## config.mk

```make
export PLATFORM = sky130hd
export DESIGN_NAME = sd_card_spi_init_sequencer_unit
export DESIGN_NICKNAME = d
export VERILOG_FILES = /design/src/rtl/sdinit_pkg.sv /design/src/rtl/sd_card_spi_init_sequencer_unit.sv
export VERILOG_INCLUDE_DIRS = /design/src /design/src/rtl
export SDC_FILE = /design/constraint.sdc
export NUM_CORES = 1
export LEC_CHECK = 0
export BUFFER_PORTS_ARGS = -buffer_cell sky130_fd_sc_hd__buf_2
export CORE_AREA = 10 10 116 197
export CTS_CLUSTER_DIAMETER = 40
export DETAILED_ROUTE_END_ITERATION = 10
export DIE_AREA = 0 0 126 207
export GPL_TIMING_DRIVEN = 0
export PLACE_DENSITY = 0.65
export SLEW_MARGIN = 40
export SYNTH_ARGS = -nofsm -noshare
export SYNTH_HDL_FRONTEND = slang
export SYNTH_SLANG_ARGS = --single-unit
```

## constraint.sdc

```tcl
create_clock -name clk -period 6.1 [get_ports clk]
set_input_delay 1.525 -clock clk [delete_from_list [all_inputs] [get_ports clk]]
set_output_delay 1.525 -clock clk [all_outputs]
set_load 0.01 [all_outputs]
```

## src/rtl/sd_card_spi_init_sequencer_unit_assert.svh

```systemverilog
// assertion macros for the sd card spi init sequencer
// expects clk and arst_n in the scope of use
`ifndef SD_CARD_SPI_INIT_SEQUENCER_UNIT_ASSERT_SVH
`define SD_CARD_SPI_INIT_SEQUENCER_UNIT_ASSERT_SVH

// same-cycle implication
`define SDI_ASSERT_IMP(lbl, ant, cons) \
	lbl: assert property (@(posedge clk) disable iff (!arst_n) (ant) |-> (cons)) \
		else $error("sdinit assertion failed");

// next-cycle implication
`define SDI_ASSERT_NXT(lbl, ant, cons) \
	lbl: assert property (@(posedge clk) disable iff (!arst_n) (ant) |=> (cons)) \
		else $error("sdinit assertion failed");

`endif

```

## src/rtl/sdinit_pkg.sv

```systemverilog
// constants, codes and command frame table for the sd card spi init sequencer
// no dependencies
`timescale 1ns / 1ps

package sdinit_pkg;

	localparam logic [2:0] SEL_GO_IDLE  = 3'd0;
	localparam logic [2:0] SEL_IF_COND  = 3'd1;
	localparam logic [2:0] SEL_APP      = 3'd2;
	localparam logic [2:0] SEL_OP_V1    = 3'd3;
	localparam logic [2:0] SEL_OP_V2    = 3'd4;
	localparam logic [2:0] SEL_BLOCKLEN = 3'd5;

	localparam logic [2:0] ERR_NONE     = 3'd0;
	localparam logic [2:0] ERR_NO_IDLE  = 3'd1;
	localparam logic [2:0] ERR_V1_OP    = 3'd2;
	localparam logic [2:0] ERR_ECHO     = 3'd3;
	localparam logic [2:0] ERR_V2_OP    = 3'd4;
	localparam logic [2:0] ERR_BLOCKLEN = 3'd5;

	localparam logic [1:0] VER_UNKNOWN = 2'd0;
	localparam logic [1:0] VER_1       = 2'd1;
	localparam logic [1:0] VER_2       = 2'd2;

	localparam logic [1:0] REG_POWER_UP_WAIT     = 2'd0;
	localparam logic [1:0] REG_DUMMY_CLOCK_COUNT = 2'd1;
	localparam logic [1:0] REG_IDLE_ATTEMPTS     = 2'd2;
	localparam logic [1:0] REG_REPLY_POLL_BYTES  = 2'd3;

	localparam logic [7:0] REPLY_IDLE   = 8'h01;
	localparam logic [7:0] REPLY_READY  = 8'h00;
	localparam logic [7:0] BYTE_ONES    = 8'hFF;
	localparam logic [7:0] ECHO_PATTERN = 8'hAA;
	localparam logic [3:0] ECHO_VOLTAGE = 4'h1;
	localparam logic [3:0] FRAME_BYTES  = 4'd7;
	localparam logic [3:0] ECHO_COUNT   = 4'd4;

	localparam logic [7:0] CMD_BASE = 8'h40;

	// command byte k (1..6) of frame sel, 0xFF outside the frame
	function automatic logic [7:0] frame_byte(input logic [2:0] sel, input logic [3:0] k);
		logic [2:0] s;
		logic [7:0] b;
		s = (sel > SEL_BLOCKLEN) ? SEL_BLOCKLEN : sel;
		b = BYTE_ONES;
		case (k)
			4'd1: begin
				case (s)
					SEL_GO_IDLE: b = CMD_BASE | 8'd0;
					SEL_IF_COND: b = CMD_BASE | 8'd8;
					SEL_APP:     b = CMD_BASE | 8'd55;
					SEL_OP_V1:   b = CMD_BASE | 8'd41;
					SEL_OP_V2:   b = CMD_BASE | 8'd41;
					default:     b = CMD_BASE | 8'd16;
				endcase
			end
			4'd2: b = (s == SEL_OP_V2) ? 8'h40 : 8'h00;
			4'd3: b = 8'h00;
			4'd4: begin
				case (s)
					SEL_IF_COND:  b = 8'h01;
					SEL_BLOCKLEN: b = 8'h02;
					default:      b = 8'h00;
				endcase
			end
			4'd5: b = (s == SEL_IF_COND) ? ECHO_PATTERN : 8'h00;
			4'd6: begin
				case (s)
					SEL_GO_IDLE: b = 8'h94 | 8'h01;
					SEL_IF_COND: b = 8'h86 | 8'h01;
					default:     b = 8'h01;
				endcase
			end
			default: b = BYTE_ONES;
		endcase
		return b;
	endfunction

endpackage

```

## src/rtl/sd_card_spi_init_sequencer_unit.sv

```systemverilog
// Path: an accepted word passes the input register, then the result register. Throughput:
// one word per cycle while results are taken; a stalled result still lets one more word in.
// Each word is one spi bit slot; the sequencer state advances once per word.
// Reset (arst_n low, asynchronous): sequencer idle, config registers at their defaults
// (wait 1000000, dummy clocks 80, idle attempts 6, poll bytes 10), no words held.
// depends on sdinit_pkg and sd_card_spi_init_sequencer_unit_assert.svh
`timescale 1ns / 1ps
`include "sd_card_spi_init_sequencer_unit_assert.svh"

module sd_card_spi_init_sequencer_unit import sdinit_pkg::*; (
	input  logic        clk,
	input  logic        arst_n,
	input  logic        in_valid,
	output logic        in_ready,
	input  logic        action,
	input  logic        miso,
	output logic        out_valid,
	input  logic        out_ready,
	output logic        chip_select,
	output logic        mosi,
	output logic        clock_pulse,
	output logic        busy_res,
	output logic        done_res,
	output logic        success,
	output logic [1:0]  card_version,
	output logic [2:0]  error_code,
	input  logic        cfg_we,
	input  logic [1:0]  cfg_index,
	input  logic [23:0] cfg_wdata
);

	typedef enum logic [2:0] {
		PH_IDLE, PH_WAIT, PH_DUMMY, PH_SEND, PH_POLL, PH_ECHO, PH_STOP
	} phase_t;

	// config registers
	logic [23:0] power_up_wait_q;
	logic [7:0]  dummy_clock_count_q;
	logic [3:0]  idle_attempts_q;
	logic [3:0]  reply_poll_bytes_q;

	// input stage
	logic valid_s1, action_s1, miso_s1;

	// sequencer state
	phase_t      phase_q, phase_d;
	logic [2:0]  sel_q, sel_d;
	logic [2:0]  bit_q, bit_d;
	logic [3:0]  byte_q, byte_d;
	logic [7:0]  oshift_q, oshift_d;
	logic [7:0]  ishift_q, ishift_d;
	logic [7:0]  reply_q, reply_d;
	logic [15:0] echo_q, echo_d;
	logic [3:0]  attempt_q, attempt_d;
	logic [23:0] wait_q, wait_d;
	logic [1:0]  version_q, version_d;
	logic [2:0]  error_q, error_d;

	// result stage
	logic       out_valid_q;
	logic       cs_q, mosi_q, pulse_q, busy_q, done_q, ok_q;
	logic [1:0] ver_out_q;
	logic [2:0] err_out_q;

	logic       cs_d, mosi_d, pulse_d, done_d, ok_d;
	logic       go_frame, fin;
	logic [2:0] go_sel, fin_code;
	logic [3:0] polls, lim;
	logic       advance;

	assign advance  = valid_s1 && (!out_valid_q || out_ready);
	assign in_ready = !valid_s1 || advance;
	assign polls    = (reply_poll_bytes_q == 4'd0) ? 4'd1 : reply_poll_bytes_q;
	assign lim      = (idle_attempts_q == 4'd0) ? 4'd1 : idle_attempts_q;

	always_comb begin
		phase_d   = phase_q;
		sel_d     = sel_q;
		bit_d     = bit_q;
		byte_d    = byte_q;
		oshift_d  = oshift_q;
		ishift_d  = ishift_q;
		reply_d   = reply_q;
		echo_d    = echo_q;
		attempt_d = attempt_q;
		wait_d    = wait_q;
		version_d = version_q;
		error_d   = error_q;
		cs_d      = 1'b1;
		mosi_d    = 1'b1;
		pulse_d   = 1'b0;
		done_d    = 1'b0;
		ok_d      = 1'b0;
		go_frame  = 1'b0;
		go_sel    = SEL_GO_IDLE;
		fin       = 1'b0;
		fin_code  = ERR_NONE;

		if (phase_q == PH_IDLE) begin
			if (action_s1) begin
				phase_d   = PH_WAIT;
				wait_d    = power_up_wait_q;
				version_d = VER_UNKNOWN;
				error_d   = ERR_NONE;
				attempt_d = 4'd0;
				reply_d   = BYTE_ONES;
				echo_d    = 16'd0;
			end
		end else begin
			if (phase_d == PH_WAIT && wait_d == 24'd0) begin
				phase_d = PH_DUMMY;
				wait_d  = {16'd0, dummy_clock_count_q};
			end
			if (phase_d == PH_DUMMY && wait_d == 24'd0) begin
				sel_d    = SEL_GO_IDLE;
				byte_d   = 4'd0;
				bit_d    = 3'd0;
				oshift_d = BYTE_ONES;
				phase_d  = PH_SEND;
			end
			unique case (phase_d)
				PH_WAIT: begin
					wait_d = wait_d - 24'd1;
				end
				PH_DUMMY: begin
					wait_d  = wait_d - 24'd1;
					pulse_d = 1'b1;
				end
				PH_SEND: begin
					cs_d     = 1'b0;
					pulse_d  = 1'b1;
					mosi_d   = oshift_d[7];
					oshift_d = {oshift_d[6:0], 1'b0};
					bit_d    = bit_d + 3'd1;
					if (bit_d == 3'd0) begin
						byte_d = byte_d + 4'd1;
						if (byte_d >= FRAME_BYTES) begin
							phase_d  = PH_POLL;
							byte_d   = 4'd0;
							ishift_d = 8'd0;
						end else begin
							oshift_d = frame_byte(sel_d, byte_d);
						end
					end
				end
				PH_POLL: begin
					cs_d     = 1'b0;
					pulse_d  = 1'b1;
					ishift_d = {ishift_d[6:0], miso_s1};
					bit_d    = bit_d + 3'd1;
					if (bit_d == 3'd0) begin
						if (!ishift_d[7]) begin
							reply_d = ishift_d;
							byte_d  = 4'd0;
							phase_d = (sel_d == SEL_IF_COND) ? PH_ECHO : PH_STOP;
						end else begin
							byte_d = byte_d + 4'd1;
							if (byte_d >= polls) begin
								reply_d = BYTE_ONES;
								phase_d = PH_STOP;
							end
						end
					end
				end
				PH_ECHO: begin
					cs_d     = 1'b0;
					pulse_d  = 1'b1;
					ishift_d = {ishift_d[6:0], miso_s1};
					bit_d    = bit_d + 3'd1;
					if (bit_d == 3'd0) begin
						echo_d = {echo_d[7:0], ishift_d};
						byte_d = byte_d + 4'd1;
						if (byte_d >= ECHO_COUNT) begin
							phase_d = PH_STOP;
						end
					end
				end
				PH_STOP: begin
					case (sel_d)
						SEL_GO_IDLE: begin
							if (reply_d == REPLY_IDLE) begin
								go_frame = 1'b1;
								go_sel   = SEL_IF_COND;
							end else begin
								attempt_d = attempt_d + 4'd1;
								if (attempt_d >= lim) begin
									fin      = 1'b1;
									fin_code = ERR_NO_IDLE;
								end else begin
									go_frame = 1'b1;
									go_sel   = SEL_GO_IDLE;
								end
							end
						end
						SEL_IF_COND: begin
							if (reply_d == REPLY_READY || reply_d == REPLY_IDLE) begin
								if (echo_d[11:8] != ECHO_VOLTAGE || echo_d[7:0] != ECHO_PATTERN) begin
									fin      = 1'b1;
									fin_code = ERR_ECHO;
								end else begin
									version_d = VER_2;
									go_frame  = 1'b1;
									go_sel    = SEL_APP;
								end
							end else begin
								version_d = VER_1;
								go_frame  = 1'b1;
								go_sel    = SEL_APP;
							end
						end
						SEL_APP: begin
							go_frame = 1'b1;
							go_sel   = (version_d == VER_1) ? SEL_OP_V1 : SEL_OP_V2;
						end
						SEL_OP_V1, SEL_OP_V2: begin
							if (reply_d == REPLY_READY) begin
								go_frame = 1'b1;
								go_sel   = SEL_BLOCKLEN;
							end else if (reply_d == REPLY_IDLE) begin
								go_frame = 1'b1;
								go_sel   = SEL_APP;
							end else begin
								fin      = 1'b1;
								fin_code = (sel_d == SEL_OP_V1) ? ERR_V1_OP : ERR_V2_OP;
							end
						end
						default: begin
							fin      = 1'b1;
							fin_code = (reply_d == REPLY_READY) ? ERR_NONE : ERR_BLOCKLEN;
						end
					endcase
					if (go_frame) begin
						sel_d    = go_sel;
						byte_d   = 4'd0;
						bit_d    = 3'd0;
						oshift_d = BYTE_ONES;
						phase_d  = PH_SEND;
					end
					if (fin) begin
						phase_d = PH_IDLE;
						error_d = fin_code;
						if (fin_code != ERR_NONE) begin
							version_d = VER_UNKNOWN;
						end
						done_d = 1'b1;
						ok_d   = (fin_code == ERR_NONE);
					end
				end
				default: begin
					phase_d = PH_IDLE;
				end
			endcase
		end
	end

	always_ff @(posedge clk or negedge arst_n) begin
		if (!arst_n) begin
			power_up_wait_q     <= 24'd1000000;
			dummy_clock_count_q <= 8'd80;
			idle_attempts_q     <= 4'd6;
			reply_poll_bytes_q  <= 4'd10;
		end else if (cfg_we) begin
			unique case (cfg_index)
				REG_POWER_UP_WAIT:     power_up_wait_q     <= cfg_wdata;
				REG_DUMMY_CLOCK_COUNT: dummy_clock_count_q <= cfg_wdata[7:0];
				REG_IDLE_ATTEMPTS:     idle_attempts_q     <= cfg_wdata[3:0];
				REG_REPLY_POLL_BYTES:  reply_poll_bytes_q  <= cfg_wdata[3:0];
				default: ;
			endcase
		end
	end

	always_ff @(posedge clk or negedge arst_n) begin
		if (!arst_n) begin
			valid_s1 <= 1'b0;
		end else if (in_ready) begin
			valid_s1 <= in_valid;
		end
	end

	always_ff @(posedge clk) begin
		if (in_ready && in_valid) begin
			action_s1 <= action;
			miso_s1   <= miso;
		end
	end

	always_ff @(posedge clk or negedge arst_n) begin
		if (!arst_n) begin
			phase_q     <= PH_IDLE;
			sel_q       <= SEL_GO_IDLE;
			bit_q       <= 3'd0;
			byte_q      <= 4'd0;
			oshift_q    <= BYTE_ONES;
			ishift_q    <= 8'd0;
			reply_q     <= BYTE_ONES;
			echo_q      <= 16'd0;
			attempt_q   <= 4'd0;
			wait_q      <= 24'd0;
			version_q   <= VER_UNKNOWN;
			error_q     <= ERR_NONE;
			out_valid_q <= 1'b0;
			cs_q        <= 1'b1;
			mosi_q      <= 1'b1;
			pulse_q     <= 1'b0;
			busy_q      <= 1'b0;
			done_q      <= 1'b0;
			ok_q        <= 1'b0;
			ver_out_q   <= VER_UNKNOWN;
			err_out_q   <= ERR_NONE;
		end else if (advance) begin
			phase_q     <= phase_d;
			sel_q       <= sel_d;
			bit_q       <= bit_d;
			byte_q      <= byte_d;
			oshift_q    <= oshift_d;
			ishift_q    <= ishift_d;
			reply_q     <= reply_d;
			echo_q      <= echo_d;
			attempt_q   <= attempt_d;
			wait_q      <= wait_d;
			version_q   <= version_d;
			error_q     <= error_d;
			out_valid_q <= 1'b1;
			cs_q        <= cs_d;
			mosi_q      <= mosi_d;
			pulse_q     <= pulse_d;
			busy_q      <= (phase_d != PH_IDLE);
			done_q      <= done_d;
			ok_q        <= ok_d;
			ver_out_q   <= version_d;
			err_out_q   <= error_d;
		end else if (out_ready) begin
			out_valid_q <= 1'b0;
		end
	end

	assign out_valid    = out_valid_q;
	assign chip_select  = cs_q;
	assign mosi         = mosi_q;
	assign clock_pulse  = pulse_q;
	assign busy_res     = busy_q;
	assign done_res     = done_q;
	assign success      = ok_q;
	assign card_version = ver_out_q;
	assign error_code   = err_out_q;

	`SDI_ASSERT_IMP(a_done_not_busy, out_valid_q && done_q, !busy_q)
	`SDI_ASSERT_IMP(a_success_clean, out_valid_q && ok_q, done_q && err_out_q == ERR_NONE)
	`SDI_ASSERT_IMP(a_select_when_busy, out_valid_q && !cs_q, busy_q && pulse_q)
	`SDI_ASSERT_IMP(a_err_clears_ver, out_valid_q && err_out_q != ERR_NONE, ver_out_q == VER_UNKNOWN)
	`SDI_ASSERT_NXT(a_state_idle_frame, advance && phase_q == PH_IDLE && !action_s1, phase_q == PH_IDLE)

endmodule

```

=== Word level (Yosys, flattened, before mapping) ===
Cells that the tools add are included.

* Bits in registers: 131
* Bits of input ports: 33
* Output and inout bits: 13
* Word-level logic and storage cells: 253

* Add/sub/neg operators: 4
* Order comparisons: 5
* Eq/ne operators: 35
* Multiplexer cells: 133
* Bitwise logic cells: 1
* Reduce and logical (&&, ||, !) cells: 49

{| class="wikitable"
|+ Operator list
! cell !! count
|-
| $mux W24 || 5
|-
| $mux W3 || 36
|-
| $mux W8 || 11
|-
| $mux W4 || 15
|-
| $logic_not A24 Y1 || 2
|-
| $mux W12 || 4
|-
| $pmux W8 S6 || 1
|-
| $mux W1 || 33
|-
| $pmux W8 S2 || 2
|-
| $mux W2 || 13
|-
| $pmux W3 S4 || 2
|-
| $pmux W6 S4 || 1
|-
| $sub A24 B1 Y24 const B || 1
|-
| $eq A3 B2 Y1 const B || 7
|-
| $mux W7 || 3
|-
| $eq A3 B3 Y1 const B || 6
|-
| $pmux W4 S4 || 1
|-
| $reduce_bool A2 Y1 || 8
|-
| $logic_not A3 Y1 || 5
|-
| $pmux W3 S5 || 1
|-
| $reduce_and A5 Y1 || 3
|-
| $pmux W7 S2 || 1
|-
| $eq A3 B1 Y1 const B || 4
|-
| $eq A4 B3 Y1 const B || 3
|-
| 31 further kinds || 59
|}

=== Longest topological paths before layout ===
* Depth after elaboration: 20
* Mapped depth: 23
* Mapped depth without buffers: 20

=== Worst setup path after synthesis ===
Ideal clock, no wire load.

* Path kind: register to register
* Start point: reg wait_q[3]
* End point: reg reply_q[0]
* Library setup time: 0.080 ns
* Arrival: 4.969 ns
* Setup slack: 1.051 ns
* Stages on the path, launching flop included: 23
* Buffers on the path: 2
* Period minus slack after synthesis: 5.049 ns
* Path through: dfrtp_1 -> or4_4 -> nor4_4 -> and3_1 -> buf_1 -> a21oi_1 -> ha_1 -> o21a_1 -> nand3_2 -> a21o_1 -> buf_6 -> nand2_1 -> ha_1 -> inv_1 -> ha_1 -> a21oi_1 -> nor2_1 -> a2111o_1 -> and4_1 -> o21ai_2 -> a21oi_1 -> o211a_4 -> o22a_1

* Longest elaborated chain between the ends: 12
* Elaborated cells on any way between the ends: 24
* Classes of those cells: add/sub (2); order compare (1); eq/ne (3); mux (10); reduce/logical (8)

{| class="wikitable"
|+ RTL lines
! element !! RTL line !! text
|-
| from (decl) || sd_card_spi_init_sequencer_unit.sv:55 || <nowiki>logic [23:0] wait_q, wait_d;</nowiki>
|-
| from (signal assigned) || sd_card_spi_init_sequencer_unit.sv:321 || <nowiki>wait_q <= wait_d;</nowiki>
|-
| $logic_not A24 Y1 || sd_card_spi_init_sequencer_unit.sv:110 || <nowiki>if (phase_d == PH_WAIT && wait_d == 24'd0) begin</nowiki>
|-
| $logic_and A1 B1 Y1 || sd_card_spi_init_sequencer_unit.sv:110 ||
|-
| $mux W24 or $mux W3 (tied branches) || sd_card_spi_init_sequencer_unit.sv:110 ||
|-
| $mux W24 or $mux W3 (tied branches) || sd_card_spi_init_sequencer_unit.sv:99 || <nowiki>if (phase_q == PH_IDLE) begin</nowiki>
|-
| $logic_not A24 Y1 or $eq A3 B2 Y1 (tied branches) || sd_card_spi_init_sequencer_unit.sv:114 || <nowiki>if (phase_d == PH_DUMMY && wait_d == 24'd0) begin</nowiki>
|-
| $logic_and A1 B1 Y1 || sd_card_spi_init_sequencer_unit.sv:114 ||
|-
| $mux W4 or $mux W3 (tied branches) || sd_card_spi_init_sequencer_unit.sv:114 ||
|-
| $mux W4 or $mux W3 (tied branches) || sd_card_spi_init_sequencer_unit.sv:99 ||
|-
| $add A4 B1 Y4 or $add A3 B1 Y3 (tied branches) || sd_card_spi_init_sequencer_unit.sv:157, sd_card_spi_init_sequencer_unit.sv:150 ||
|-
| $ge A4 B4 Y1 or $logic_not A3 Y1 (tied branches) || sd_card_spi_init_sequencer_unit.sv:158, sd_card_spi_init_sequencer_unit.sv:151 ||
|-
| $ne A3 B1 Y1 (no line) or $reduce_bool A2 Y1 (tied branches) || n/a ||
|-
| $reduce_and A5 Y1 (no line) (*) || n/a ||
|-
| to (signal assigned) || sd_card_spi_init_sequencer_unit.sv:318 || <nowiki>reply_q <= reply_d;</nowiki>
|-
| to (decl) || sd_card_spi_init_sequencer_unit.sv:52 || <nowiki>logic [7:0] reply_q, reply_d;</nowiki>
|}

Mark *: on every way between the ends. The rest lies on a longest branch, timed or not. The select of a mux whose other input is x is not followed.
A chain may end at the register's enable or synchronous reset.

=== Final worst setup path ===
* Start point: reg wait_q[21]
* End point: reg phase_q[1]

* Longest elaborated chain between the ends: 17
* Elaborated cells on any way between the ends: 54
* Classes of those cells: add/sub (2); order compare (3); eq/ne (11); mux (30); reduce/logical (8)

{| class="wikitable"
|+ RTL lines
! element !! RTL line !! text
|-
| parallel branches: the longest is 15 deep, another holds $add A4 B1 Y4 || n/a ||
|-
| $pmux W3 S5 (*) || sd_card_spi_init_sequencer_unit.sv:121 || <nowiki>unique case (phase_d)</nowiki>
|-
| $mux W3 (*) || sd_card_spi_init_sequencer_unit.sv:99 ||
|-
| to (signal assigned) || sd_card_spi_init_sequencer_unit.sv:312 || <nowiki>phase_q <= phase_d;</nowiki>
|-
| to (decl) || sd_card_spi_init_sequencer_unit.sv:46 || <nowiki>phase_t phase_q, phase_d;</nowiki>
|}

Mark *: on every way between the ends. The select of a mux whose other input is x is not followed.

==> impl_summary.md <==
Outcome
The run finished with clean final reports.

Synth
For this run, the leading register cell type out of synthesis is dfrtp_1. The count of unique library cells instantiated by Yosys is 85. The top cell type's share of synthesized area is 31.8%. The async set or reset register ratio after synthesis is 98.5%. After synthesis, the mean cell area works out to roughly 9.3 sq um.

During synthesis, Yosys emitted a total of 0 warnings. Ranked by total cell area, the synthesized netlist is headed by dfrtp_1 32%, dfstp_2 11%, mux2_2 5.8%. The dominant cell type by area after synthesis is dfrtp_1. The synthesized netlist net count is 877. The fraction of the yosys area taken by sequential cells is a little over two fifths. The cell count after synthesis is 830.

In this run, synthesis inferred 2 flip-flops with an integrated enable. The netlist area before placement is between 7000 and 8000 sq um. Counting flops and latches in the post-synthesis netlist gives 131.

Power
The power per standard cell area is roughly 450 nW/um^2. Internal power comes to roughly 2.4 mW. The analysis attributes to net switching a power of between 1.5 and 2 mW.

The switching share of power is 38.9%. The part of the power in the clock network is a little over a quarter. Combinational logic burns 36.4% of the power. The leakage power is around 3.6 nW. Across the VDD grid, the largest voltage drop is 0.000263 V.

Sequential cells burn between 30% and 40% of the power.

Worst setup path
The critical path data arrival time is 6.06 ns. The worst register-to-register path has a depth of 23. The kind of launch point of the worst setup path is a register. The family of cells with the greatest summed delay on the critical path is compound AO/OA/AOI/OAI gates.

Following the worst setup path forward leads to its endpoint at phase_q[1]. The critical register-to-register path startpoint is wait_q[21]. The critical path required time is 6.41 ns. The largest stage delay on the critical path is around 0.46 ns. Together, buffers and inverters on the worst path number 4. The worst setup path is of the reg2reg kind. In this run the register-to-register setup slack is 0.35 ns. The worst setup path is captured at a register. The depth of the critical timing path with buffers and inverters included is 23. The critical path starts at wait_q[21].

The signal on the critical path passes through nor4_2 > and4_1 > clkbuf_1 > and3_1 > clkbuf_2 > a21oi_1 > ha_1 > o21a_1 > nand3_2 > a21o_1 > buf_6 > nand2_1 > ha_1 > inv_1 > ha_1 > a21oi_1 > maj3_1 > a21oi_1 > and4_1 > o21ai_2 > a311oi_1 > a31oi_1 > o21ai_0. For this design, the slowest cell found on the critical path is nor4_2. The worst register-to-register path ends at phase_q[1]. The maximum fanout along the worst path is 10.

Global route
The residual overflow from global routing is 0. The wire length of the first global-routing pass is 39,300 microns. The largest net degree at the start of global routing is 72.

The global-route usage over all layers is 19.1%. The via count of the first global-routing pass is 7,245. The initial antenna violation count is 0.

Floorplan
The y dimension of the die is 207 microns. The floorplan has 68 rows. The floorplan step defined a die boundary enclosing 26,100 sq um. In this run the horizontal extent of the chip is about 130 microns.

For this design the top-level I/O count stands at 46. Once the floorplan was initialized, standard cells occupied between 30% and 40% of the core. The floorplan core area is 19,600 sq um.

Min path
The type of the worst min-delay path is reg2reg.

CTS
After clock tree synthesis, the clock-pin slew on the worst setup and hold paths is 0.06 ns. The H-tree was split into 4 levels. The root buffer selected by CTS is clkbuf_16. The insertion delay to the later sink of the worst-skew pair is 0.44 ns. TritonCTS built the clock tree. The tree built by TritonCTS fans out to 131 sinks. Hold repair after CTS inserted 0 buffers. The number of buffers inserted during clock tree synthesis is 17.

No sink is reached through more buffers than the 2 on the longest clock path.

Route
The first detailed-routing pass took 5 iterations. The wire length after detailed routing is approximately 25,000 microns. Dividing the detail-routed via count by the number of cells gives between 5 and 6. In this run the remaining antenna-violating nets after routing total 0. For this run, design rule violations remaining after detail routing come to 0.

Dividing the detail-routed wire length by the instance count gives 21.7 microns. The via count is 6,866. For this block, the initial DRC count from the detailed router was 401.

STA
The setup-violating endpoint count in the final report is 0. The time the worst path needs with I/O delays and setup is between 5 and 6 ns. The worst pin sits at a relative slew slack of 39.7%. Setup repair after global routing left no endpoint under its margin.

The total count of hold-check failures in the final report is 0. Derived from the worst setup path, the maximum achievable clock frequency is 174 MHz. The count of final max-slew check failures came to 0.

The worst clock skew is 0.0117 ns. For the pin with the worst max-slew slack, the measured transition is approximately 0.90 ns. After routing, the total negative slack on setup checks comes to 0 ns.

The final worst-path cycle share is 94.3%.

Place
Input and output buffers added on the ports amount to 45. The wire-length estimate of the detail-placed layout is approximately 19,000 microns. The routability congestion estimate is 0.990.

Layout
Of the cells placed in the final design, the portion with a size suffix greater than 1 is 22.0%. In the final layout, the multi-input gates occupy 4150 sq um. Fill cells in the final layout number 1,942.

0 antenna diodes ended up in the layout. Summing all flip-flop and latch instances after layout gives 3330 sq um. At the end of the flow the core is filled with cells to between 40% and 50%. The area growth from synthesis to layout is 16.1%.

At the end of the flow, the number of nets in the layout was 944.

Flow run
Across the run, the number of max-cap violations was 0.
## cell type report
type / instances / area share [%]
Multi-Input combinational cell: 629 / 46.3
Sequential cell: 131 / 37.1
Clock buffer: 23 / 5.22
Tap cell: 245 / 3.42
Timing Repair Buffer: 48 / 3.10
Buffer: 39 / 1.80
Clock inverter: 9 / 1.70
Inverter: 31 / 1.30
## worst min-delay path: stages, from the launching register on
cell and delay [ns]:
dfrtp_1 0.34, nand2_1 0.05, nand2_1 0.05
## layout by cell type (no fill, tap or decap), types with 6 or more instances in the layout
| cell type | synthesis | final |
|---|---|---|
| xor2_1 | 6 | 6 |
| o32ai_1 | 7 | 7 |
| nand2b_1 | 13 | 13 |
| clkbuf_1 | 32 | 35 |
| mux2_2 | 40 | 40 |
| dfrtp_1 | 98 | 98 |
| ha_1 | 14 | 14 |
| a2bb2oi_1 | 7 | 7 |
| o21ai_0 | 69 | 68 |
| nand3_1 | 40 | 40 |
| nand3b_1 | 7 | 7 |
| nor3_1 | 29 | 28 |
| and2_1 | 12 | 12 |
| inv_1 | 31 | 31 |
| clkbuf_16 | 0 | 17 |
| o22ai_1 | 13 | 13 |
| a21o_1 | 8 | 8 |
| buf_2 | 4 | 48 |
| o21a_1 | 7 | 7 |
| a31o_2 | 10 | 10 |
| o22a_1 | 10 | 10 |
| dfstp_2 | 31 | 31 |
| nor2_1 | 76 | 75 |
| nor2b_1 | 11 | 11 |
| a31oi_1 | 13 | 13 |
| nand2_1 | 65 | 65 |
| a21oi_1 | 47 | 47 |
| nor4_1 | 7 | 6 |
## flip-flops by register name, indices dropped and copies added, names as in the netlist, 2 cells and up
name and cells:
ishift_q 7, sel_q 3, byte_q 4, card_version 2, dummy_clock_count_q 8, reply_poll_bytes_q 4
idle_attempts_q 4, error_code 3, wait_q 24, attempt_q 4, oshift_q 8, echo_q 12
power_up_wait_q 24, phase_q 3, reply_q 8, bit_q 3
## metrics by stage
step / setup WS (ns) / area (sq um) / hold slack [ns] / std cells / power, mW
after global placement: 0.0485 / 8250 / 0.456 / 1120 / 2.87
after floorplan: 1.05 / 7720 / 0.458 / 830 / 2.41
after CTS: 0.0620 / 8940 / 0.473 / 1154 / 4.00
final: 0.349 / 8960 / 0.465 / 1155 / 4.01
after detailed placement: 0.00769 / 8310 / 0.459 / 1122 / 2.90
after global routing: 0.0244 / 8960 / 0.504 / 1155 / 4.24
## layer usage
layer,share of wire [%],vias up,global-route usage [%]
li1,-,3197,-
met1,34,3355,17.8
met2,54,214,34.7
met3,3.5,100,3.35
met4,7.7,0,15.8
met5,0,-,0
## logic make-up (layout without fill, tap and decap cells)
logic type | count (synthesis) | after routing | share of synthesized area (%)
AO/OA/AOI/OAI | 252 | 252 | 22.4
XOR/XNOR | 11 | 11 | 1.25
adder cells (fa/ha/maj) | 15 | 15 | 2.40
buffers and inverters | 70 | 150 | 3.57
flip-flops | 131 | 131 | 43.1
multiplexers | 47 | 47 | 6.97
AND/OR/NAND/NOR | 304 | 304 | 20.3
## power by group through the flow
stage / Clock, mW / Combinational [mW] / Sequential (mW)
floorplan: 0 / 1.04 / 1.37
global placement: 0 / 1.41 / 1.46
detailed placement: 0 / 1.44 / 1.46
CTS: 1.10 / 1.44 / 1.45
global route: 1.14 / 1.60 / 1.49
finish: 1.09 / 1.46 / 1.46
## cells in the mapped netlist, types with 4 or more instances
master	instances
o21a_1	7
mux2_2	40
or3_1	5
a21o_1	8
nor4_1	7
a22oi_1	4
nor3_1	29
buf_2	4
a21boi_0	4
dfstp_2	31
and3_1	5
nor2b_1	11
o22a_1	10
dfrtp_1	98
o31ai_1	4
o32ai_1	7
o22ai_1	13
and2_1	12
a31o_2	10
inv_1	31
clkbuf_1	32
xnor2_1	5
a21oi_1	47
ha_1	14
nand3b_1	7
nand2_1	65
a31oi_1	13
a21oi_2	4
nand2b_1	13
xor2_1	6
o21ai_0	69
nor2_1	76
a2bb2oi_1	7
mux2i_1	5
nand3_1	40
or2_2	5
## how the worst min path moves through the flow
stage,end,from,depth (start not counted),slack (ns)
2_1_floorplan,bit_q[1],bit_q[1],1,0.46
6_report,success,success,2,0.47
4_1_cts,success,success,2,0.47
3_5_place_dp,success,success,2,0.46
3_3_place_gp,success,success,2,0.46
5_1_grt,success,success,2,0.50
## timing repair
action                                  4_1_cts  5_1_grt
cloned                                        0        0
endpoints found under the hold margin         0        0
gates resized for setup                       1        4
buffers inserted                              0        1
pin swaps                                     0        1
endpoints found under the setup margin        1       36
No activity file was read; power rests on OpenSTA's default activity.
